--- config.mk ---
export PLATFORM = sky130hd
export DESIGN_NAME = aweacc_ctrl
export DESIGN_NICKNAME = d
export VERILOG_FILES = /design/src/rtl/aweacc_pkg.sv /design/src/rtl/aweacc_ctrl.sv
export SDC_FILE = /design/constraint.sdc
export NUM_CORES = 1
export LEC_CHECK = 0
export BUFFER_PORTS_ARGS = -buffer_cell sky130_fd_sc_hd__buf_2
export CORE_AREA = 10 10 47 49
export DETAILED_ROUTE_END_ITERATION = 16
export DIE_AREA = 0 0 57 59
export GPL_ROUTABILITY_DRIVEN = 0
export PLACE_DENSITY = 0.64
export SETUP_SLACK_MARGIN = 0.5
export SKIP_CTS_REPAIR_TIMING = 1
export SYNTH_ARGS = -nofsm -noshare
export SYNTH_HDL_FRONTEND = slang
export SYNTH_SLANG_ARGS = --single-unit
--- constraint.sdc ---
create_clock -name clk -period 1.5 [get_ports clk]
set_clock_uncertainty 0.1 [all_clocks]
set_input_delay 0 -clock clk [delete_from_list [all_inputs] [get_ports clk]]
set_output_delay 0 -clock clk [all_outputs]
set_load 0.02 [all_outputs]
--- src/rtl/aweacc_pkg.sv ---
// ----------------------------------------------------------------------------
// aweacc_pkg
// Shared types, command codes and filter coefficients of the A-weighted
// energy accumulator.
// ----------------------------------------------------------------------------
package aweacc_pkg;

  localparam int MAX_SECTIONS = 6;
  localparam int COEF_IDX_W   = 3;
  localparam int SUM_W        = 63;
  localparam int WIN_W        = 16;
  localparam logic [WIN_W-1:0] WIN_RESET = 16'd16000;
  localparam logic signed [15:0] DC_WEIGHT = 16'sd26844;

  typedef enum logic [3:0] {
    OP_NONE,
    OP_LOAD,
    OP_DC_MUL,
    OP_DC_UPD,
    OP_X_CALC,
    OP_F_MUL,
    OP_F_ACC,
    OP_S_B0,
    OP_S_Y,
    OP_S_B1,
    OP_S_A1,
    OP_S_B2,
    OP_S_A2,
    OP_W_MUL,
    OP_W_ACC,
    OP_FINISH
  } op_t;

  typedef struct packed {
    op_t                   op;
    logic [COEF_IDX_W-1:0] sec;
  } cmd_t;

  typedef struct packed {
    logic signed [31:0] b0;
    logic signed [31:0] b1;
    logic signed [31:0] b2;
    logic signed [31:0] a1;
    logic signed [31:0] a2;
  } coef_t;

  localparam coef_t COEFS [MAX_SECTIONS] = '{
    '{ 32'sd142027321, -32'sd284054641, 32'sd142027321, -32'sd532545611,  32'sd264127604},
    '{ 32'sd268435456, -32'sd536870912, 32'sd268435456, -32'sd457819355,  32'sd192196565},
    '{ 32'sd268435456,  32'sd536870912, 32'sd268435456,  32'sd220536907,  32'sd45296336},
    '{ 32'sd268435456,  32'sd0,         32'sd0,          32'sd0,          32'sd0},
    '{ 32'sd268435456,  32'sd0,         32'sd0,          32'sd0,          32'sd0},
    '{ 32'sd268435456,  32'sd0,         32'sd0,          32'sd0,          32'sd0}
  };

endpackage

--- src/rtl/aweacc_ctrl.sv ---
// ----------------------------------------------------------------------------
// aweacc_ctrl
// Sequencer: steps the datapath through DC removal, the biquad cascade, both
// squares and window bookkeeping; one command per cycle save idle/finish waits.
// ----------------------------------------------------------------------------
module aweacc_ctrl #(
  parameter int SECTIONS = 3
) (
  input  logic              clk,
  input  logic              rst_n,
  input  logic              in_tvalid,
  output logic              in_tready,
  input  logic              fin_ready,
  output aweacc_pkg::cmd_t  cmd
);

  localparam int SEC_W = (SECTIONS > 1) ? $clog2(SECTIONS) : 1;
  localparam logic [SEC_W-1:0] SEC_LAST = SEC_W'(SECTIONS - 1);

  typedef enum logic [3:0] {
    ST_IDLE,
    ST_DC_MUL,
    ST_DC_UPD,
    ST_X_CALC,
    ST_F_MUL,
    ST_F_ACC,
    ST_S_B0,
    ST_S_Y,
    ST_S_B1,
    ST_S_A1,
    ST_S_B2,
    ST_S_A2,
    ST_W_MUL,
    ST_W_ACC,
    ST_FINISH
  } state_t;

  state_t           state_r, state_nxt;
  logic [SEC_W-1:0] sec_r, sec_nxt;
  logic             ready_r, ready_nxt;
  aweacc_pkg::op_t  op;

  always_comb begin
    state_nxt = state_r;
    sec_nxt   = sec_r;
    ready_nxt = ready_r;
    op        = aweacc_pkg::OP_NONE;
    case (state_r)
      ST_IDLE: begin
        if (in_tvalid) begin
          op        = aweacc_pkg::OP_LOAD;
          state_nxt = ST_DC_MUL;
          ready_nxt = 1'b0;
        end
      end
      ST_DC_MUL: begin
        op        = aweacc_pkg::OP_DC_MUL;
        state_nxt = ST_DC_UPD;
      end
      ST_DC_UPD: begin
        op        = aweacc_pkg::OP_DC_UPD;
        state_nxt = ST_X_CALC;
      end
      ST_X_CALC: begin
        op        = aweacc_pkg::OP_X_CALC;
        state_nxt = ST_F_MUL;
      end
      ST_F_MUL: begin
        op        = aweacc_pkg::OP_F_MUL;
        state_nxt = ST_F_ACC;
      end
      ST_F_ACC: begin
        op        = aweacc_pkg::OP_F_ACC;
        state_nxt = ST_S_B0;
        sec_nxt   = '0;
      end
      ST_S_B0: begin
        op        = aweacc_pkg::OP_S_B0;
        state_nxt = ST_S_Y;
      end
      ST_S_Y: begin
        op        = aweacc_pkg::OP_S_Y;
        state_nxt = ST_S_B1;
      end
      ST_S_B1: begin
        op        = aweacc_pkg::OP_S_B1;
        state_nxt = ST_S_A1;
      end
      ST_S_A1: begin
        op        = aweacc_pkg::OP_S_A1;
        state_nxt = ST_S_B2;
      end
      ST_S_B2: begin
        op        = aweacc_pkg::OP_S_B2;
        state_nxt = ST_S_A2;
      end
      ST_S_A2: begin
        op = aweacc_pkg::OP_S_A2;
        if (sec_r == SEC_LAST) begin
          state_nxt = ST_W_MUL;
        end else begin
          state_nxt = ST_S_B0;
          sec_nxt   = sec_r + 1'b1;
        end
      end
      ST_W_MUL: begin
        op        = aweacc_pkg::OP_W_MUL;
        state_nxt = ST_W_ACC;
      end
      ST_W_ACC: begin
        op        = aweacc_pkg::OP_W_ACC;
        state_nxt = ST_FINISH;
      end
      ST_FINISH: begin
        if (fin_ready) begin
          op        = aweacc_pkg::OP_FINISH;
          state_nxt = ST_IDLE;
          ready_nxt = 1'b1;
        end
      end
      default: begin
        state_nxt = ST_IDLE;
        ready_nxt = 1'b1;
      end
    endcase
  end

  always_ff @(posedge clk) begin
    if (!rst_n) begin
      state_r <= ST_IDLE;
      sec_r   <= '0;
      ready_r <= 1'b1;
    end else begin
      state_r <= state_nxt;
      sec_r   <= sec_nxt;
      ready_r <= ready_nxt;
    end
  end

  assign in_tready = ready_r;
  assign cmd.op    = op;
  assign cmd.sec   = aweacc_pkg::COEF_IDX_W'(sec_r);

endmodule

Word-level counts from Yosys, hierarchy flattened
Cells that the tools add are included.
Operators by class
  add/subtract/negate cells: 1
  multiply operators: 0
  divide/modulo/power cells: 0
  $lt $le $gt $ge: 0
  equality and inequality tests: 18
  shifts and indexed selects: 0
  mux-type cells: 12
  bitwise operators: 1
  reduce and logical (&&, ||, !) cells: 6
Operators by type and width (number)
  4-bit one-hot mux with 15 select lines: 2
  4-bit == test, second input constant: 7
  4-bit by 3-bit == test with 1-bit output, second input constant: 4
  4-bit 2-to-1 mux: 4
  13-bit OR reduction: 1
  4-bit by 2-bit == test with 1-bit output, second input constant: 2
  2-bit inequality test, second input constant: 3
  4-bit by 1-bit == test with 1-bit output, second input constant: 1
  4-bit zero test: 1
  2-bit one-hot mux with 2 select lines: 1
  2-bit AND reduction: 2
  1-bit 2-to-1 mux: 3
  1-bit one-hot mux with 3 select lines: 1
  3-bit AND reduction: 1
  2-bit by 1-bit adder with 2-bit output, second input constant: 1
  2-bit == test, second input constant: 1
  2-bit 2-to-1 mux: 1
  2-bit nonzero test: 1
  1-bit inverter: 1
Word-level totals
  register bits after elaboration: 7
  bits in latches: 0
  bits in writable memories: 0
  ROM bits: 0
  bits of input ports: 4
  logic and storage cells: 41
  memories kept: 0

Longest topological paths before layout
Gate-level depths: netlist of run 1.
  depth in word-level cells: 4
  depth in mapped cells: 6
  depth with buffers taken out: 6

Worst setup path after synthesis of run 1
OpenSTA, ideal clock, no wires.
  path type: register -> register
  from: reg sec_r[0]
  to: reg sec_r[0]
  library setup time: 0.118 ns
  arrival time: 1.246 ns
  data required time: 1.282 ns
  setup slack: 0.037 ns
  cell stages (with the launch flop): 7
  path buffers: 0
  cell sequence: dfxtp_1 -> inv_1 -> ha_1 -> nand2b_1 -> nor2_1 -> nand3_1 -> o2111a_1
On the way
  word-level cells in the longest chain between the ends: 3
  elaborated cells on any way between the ends: 6
  those cells by class: add/sub: 1; eq/ne: 2; mux: 2; reduce/logical: 1
RTL lines
  start: declaration: RTL line aweacc_ctrl.sv:39  | logic [SEC_W-1:0] sec_r, sec_nxt;
  start signal: assignment: RTL line aweacc_ctrl.sv:135  | sec_r <= sec_nxt;
  2-bit by 1-bit adder with 2-bit output or 2-bit == test (tied branches): RTL line aweacc_ctrl.sv:103, aweacc_ctrl.sv:99
  2-bit 2-to-1 mux or 2-bit inequality test (tied branches)
  2-bit one-hot mux with 2 select lines or 2-bit AND reduction (tied branches)
Several ways; a longest one is shown, not always the timed one. The select of a mux whose other input is x is not followed.
A chain may end at the register's enable or synchronous reset.

==> impl_results.md, run 1 <==
- Switching pwr: 165 µW
- Synthesized flop and latch total: 7
- CP max stage cell: dfxtp_4
- Max clock buf depth: 2
- Placed Area: between 500 and 600 µm²
- Synth Area in Simple Gates: 0.321
- Most frequent cells in the layout: buf_2, buf_4, nand2_1, dfxtp_4
- Synth Warn #: 0
- CP Buf/Inv Count: 1
- Row cnt: 14
- First-pass GRT wire length: around 1800 µm
- Combinational power share: 0.260
- Distinct cells, synth: 28
- # port buffers: 10
- Synth async-reset ratio: 0
- Power density cells: around 740 mW/mm²
- GRT Overall Usage: 0.0672
- Status: completed
- Die area: between 0.003 and 0.004 mm²
- Mux cell area share after synthesis: 0.0437
- Initial antenna violation count: 0
- CTS clk-pin slew, worst paths: approximately 0.060 ns
- Post-synthesis sequential area ratio: 0.288
- Kind of cell adding the most delay to the critical path: flip-flops
- Cells after DPL: 85
- DRT Wirelength: between 1000 and 1500 µm
- Path depth of the worst reg2reg path: 6
- Initial core utilization: 0.347
- Flop pwr share: 0.405
- Fin nets: 87
- Clock sinks: 7
- HP Class: in -> reg
- Count of non-filler cells in the finished layout: 97
- Worst path depth: 4
- Synth Area in XOR/XNOR: 0
- Area delta synth->final: 47.0%
- Final core utilization: 0.511
- Final-report setup violation count: 0
- Fmax: about 770 MHz
- Min-Delay Path Depth: 4
- Synth Instances: 63
- Clock power share: 0.335
- Internal: 365 µW
- Largest family of logic cells by synthesized area: simple AND/OR/NAND/NOR gates
- Hold slack final: about 0.036 ns
- Largest net degree at the start of global routing: 16
- Crit-path cells: nor2b_4 > a21oi_1 > mux2_4 > buf_6
- Max-Cap Viols: 0
- Via count: roughly 500
- Final Worst Setup Slack: a little under 0.2 ns
- Hpwl dp: about 800 µm
- Placement Setup Slack: 0.232 ns
- Critical Path Sink Type: output pin
- Antenna cells: 0
- TritonCTS clock tree: done
- Detailed-router iteration count before antenna repair: 4
- WL/cell: between 10 and 15 µm
- Endpoints failing hold: 0
- Die H: a little under 60 µm
- Pleak: 0.288 nW
- Most used DFF post-synth: dfxtp_1
- Synth Area per Inst: between 7 and 8 µm²
- Post-synth EDFFs: 0
- Core Box Area: 0.00140 mm²
- Synth Area in Compound Gates: 0.203
- Clk_lat worst skew: 0.26 ns
- Syn Nets: between 60 and 70
- Minimum clock period: 1.30 ns
- Total power after layout: roughly 530 µW
- Switching Share: 0.312
- Maximum VDD drop: between 0.4 and 0.5 mV
- Residual DRC: 0
- CP Launch Type: register
- Via/cell ratio: between 5 and 6
- Root Driver: clkbuf_4
- Setup CP Type: reg -> out
- Share of cells above drive strength 1: 0.494
- Routed Antenna Nets: 0
- Vias in the first global route: roughly 400
- Critical Path Fanout Max: 4
- Boundary Pins: 12
- Critical Path RT: between 1 and 1.5 ns
- Adder-Cell Fraction of Synth Area: 0.0257
- Inserted Clock Buffers: 3
- Max incr delay on CP: around 0.36 ns
- RSZ-0062 raised after global routing: true
- Synthesized area: between 400 and 500 µm²
- H-tree depth reported by CTS: 1
- Slew Viols, Final: 0
- Final period util: 0.870
- Cell area after layout: between 700 and 800 µm²
- GRT overflow: 0
- Initial drt markers: 7
- Setup_tns: 0 ns
- Die width: 57 µm
- WP data arrival: ~1.2 ns
==> Yosys cell counts (2+ instances only) <==
master    instances  area (µm²)
nor2b_1           3        18.8
dfxtp_1           7         140
and2_1            2        12.5
nand2_1           7        26.3
buf_4             2        15.0
buf_6             2        22.5
nand3_1           3        15.0
nand2b_1          2        12.5
inv_1             3        11.3
nor2_1            4        15.0
nand3b_1          2        15.0
a21oi_1           3        15.0
o21ai_0           8        40.0
==> cell families after synthesis <==
kind of cell / Yosys count
other: 1
buffers and inverters: 8
AO/OA/AOI/OAI: 16
flip-flops: 7
AND/OR/NAND/NOR: 28
adder cells (fa/ha/maj): 1
multiplexers: 2
==> sequential cells by signal (all words and copies together) (netlist names) <==
signal	cells
state_r	4
sec_r	2
in_tready	1
==> power groups by stage <==
stage / clock [mW] / combinational (mW) / sequential [mW]
CTS: 0.188 / 0.105 / 0.221
detailed placement: 0 / 0.105 / 0.225
global placement: 0 / 0.104 / 0.226
finish: 0.178 / 0.138 / 0.215
floorplan: 0 / 0.0989 / 0.213
global route: 0.216 / 0.149 / 0.218
==> layer usage <==
| metal | vias to the layer above | routed length, µm | track usage |
|---|---|---|---|
| met3 | 4 | 102 | 0.0536 |
| met4 | 0 | 19 | 0.0302 |
| met5 | - | 0 | 0 |
| met2 | 16 | 562 | 0.0884 |
| li1 | 250 | - | - |
| met1 | 226 | 546 | 0.0766 |
==> final timing paths <==
path	start	endpoint	slack, ns
setup / recovery	state_r[3]$_SDFFE_PN0P_	cmd[4]	0.20
hold / removal	in_tvalid	state_r[0]$_SDFFE_PN0P_	0.04
setup reg to reg	sec_r[0]$_SDFFE_PN0P_	state_r[3]$_SDFFE_PN0P_	0.22
hold reg to reg	in_tready$_SDFFE_PN1P_	in_tready$_SDFFE_PN1P_	0.36
==> worst register-to-register path, cell delays in order (launching register included) <==
cell and delay, ns:
dfxtp_4 0.37, inv_4 0.04, ha_4 0.16, nor2b_1 0.12
o221ai_1 0.11, o2bb2ai_1 0.15, and2_1 0.13
==> final cells by class <==
type / instances / area (µm²)
Inverter: 3 / 13.8
Tap cell: 16 / 20.0
Multi-Input combinational cell: 48 / 354
Fill cell: 141 / 686
Clock buffer: 4 / 26.3
Sequential cell: 7 / 160
Timing Repair Buffer: 19 / 141
(Power assumes the default switching activity.)
==> run 2: changes to the inputs <==
Settings changed: PLACE_DENSITY 0.64 to 0.63.
==> run 2 against run 1 <==
  * Total power up 3.0%
  * Maximum frequency down 0.68%
  * Non-clock buffer count down 1
  * Cell count down 1.0%
  * First-iteration DRC count up 14%
  * Register-to-register slack better by 0.05 ns
  * Critical path depth unchanged
  * Sequential share of layout area down 0.61 points
  * Sequential cell count unchanged
  * Combinational power up 9%
  * Global-route usage up 0.43 points
  * Clock-buffer cell count unchanged
  * Critical endpoint unchanged
==> impl_results.md, run 2 (synthesis gave the netlist of run 1 again) <==
- Total power after layout: between 500 and 600 µW
- Hpwl dp: slightly above 800 µm
- Die H: 59 µm
- WL/cell: roughly 13 µm
- Detailed-router iteration count before antenna repair: 4
- Max-Cap Viols: 0
- Most common cell after layout, fill and taps aside: buf_2
- GRT overflow: 0
- Worst reg2reg setup slack: 0.27 ns
- GRT Overall Usage: 0.0715
- Kind of cell adding the most delay to the critical path: flip-flops
- RSZ-0062 raised after global routing: true
- Status: completed
- Most frequent cells in the layout: buf_2, o21ai_0, nand2_1, dfxtp_4
- Area delta synth->final: 51.2%
- Clock sinks: 7
- CP Launch Type: register
- DRT Wirelength: 1220 µm
- Minimum clock period: about 1.3 ns
- Final period util: 0.876
- Critical Path RT: about 1.4 ns
- Max FFs per register: 4
- Via/cell ratio: 4.95
- Maximum VDD drop: between 0.5 and 0.6 mV
- Final-report setup violation count: 0
- CP Buf/Inv Count: 1
- Share of cells above drive strength 1: 0.525
- Core Box Area: about 0.0014 mm²
- Worst path depth: 4
- Path depth of the worst reg2reg path: 6
- R2R Path End: state_r[3]$_SDFFE_PN0P_
- Slew Viols, Final: 0
- Endpoints failing hold: 0
- Crit-path cells: nor2b_4 > a21oi_1 > mux2_4 > buf_6
- Boundary Pins: 12
- H-tree depth reported by CTS: 1
- Worst setup path endpoint: cmd[4]
- Die width: roughly 57 µm
- Biggest register: state_r
- Fmax: 761 MHz
- Via count: roughly 480
- Max clock buf depth: 2
- Multi-input gate area: ~380 µm²
- Root Driver: clkbuf_4
- Vias in the first global route: approximately 450
- Storage cell area: ~160 µm²
- # fillers: 132
- CTS clk-pin slew, worst paths: approximately 0.05 ns
- WP data arrival: 1.21 ns
- First-pass GRT wire length: 1890 µm
- Critical Path Fanout Max: 4
- Largest net degree at the start of global routing: 16
- Die area: roughly 0.0034 mm²
- Max incr delay on CP: between 0.3 and 0.4 ns
- Inserted Clock Buffers: 3
- Initial antenna violation count: 0
- Row cnt: 14
- Antenna cells: 0
- Residual DRC: 0
- Clk_lat worst skew: ~0.26 ns
- Setup CP Type: reg -> out
- CP max stage cell: dfxtp_4
- Routed Antenna Nets: 0
- Critical Path Sink Type: output pin
- Fin nets: 86
- TritonCTS clock tree: done
- Initial drt markers: 8
- Hold path start: in_tvalid
- Initial core utilization: 0.347
- Power density cells: approximately 740 mW/mm²
- # port buffers: 10
- Launch point of the worst reg-to-reg path: sec_r[0]$_SDFFE_PN0P_
- Hold slack final: between 0.03 and 0.04 ns
- Worst Setup SP: state_r[3]$_SDFFE_PN0P_
- HP Class: in -> reg
- Pleak: between 0.2 and 0.3 nW
## run 2: routing by layer
metal / part of all wire / track usage / up-vias / wire [µm]
li1: - / - / 247 / -
met1: 0.43 / 0.0753 / 216 / 528
met2: 0.49 / 0.109 / 8 / 598
met3: 0.040 / 0.0300 / 4 / 49
met4: 0.034 / 0.0604 / 0 / 41
met5: 0 / 0 / - / 0
## run 2: stage by stage
| stage | area [µm²] | setup TNS [ns] | setup slack (ns) | std cells | util |
|---|---|---|---|---|---|
| floorplan | 556 | 0 | 0.268 | 63 | - |
| finish | 736 | 0 | 0.187 | 96 | 0.525 |
| global route | 736 | 0 | 0.117 | 96 | 0.525 |
| detailed placement | 584 | 0 | 0.232 | 85 | 0.417 |
| CTS | 611 | -0.0272 | -0.0272 | 89 | 0.436 |
| global placement | 584 | 0 | 0.248 | 85 | 0.417 |
## run 2: tightest hold or removal path, cell delays in order
cell	delay [ns]
buf_2	0.10
inv_1	0.06
a21oi_2	0.06
and3_1	0.13
## run 2: worst min-delay path by stage
stage / end / slack (ns) / cells past startpoint
detailed placement: in_tready$_SDFFE_PN1P_ / 0.14 / 2
global route: state_r[0]$_SDFFE_PN0P_ / 0.04 / 4
finish: state_r[0]$_SDFFE_PN0P_ / 0.04 / 4
floorplan: in_tready$_SDFFE_PN1P_ / -0.04 / 1
CTS: in_tready$_SDFFE_PN1P_ / -0.13 / 2
global placement: in_tready$_SDFFE_PN1P_ / 0.14 / 2
## run 2: layout make-up
cell class,instances,area share
sequential,7,0.218
inverter,3,0.0153
timing repair buffer,18,0.184
clock buffer,4,0.0357
tap,16,0.0272
multi-input combinational,48,0.520
## run 2: where the power goes
part / leakage [nW] / total (mW) / switching [mW] / internal, mW
Combinational: 0.209 / 0.150 / 0.0721 / 0.0777
Clock: 0.0150 / 0.180 / 0.0778 / 0.102
Sequential: 0.0614 / 0.216 / 0.0239 / 0.193
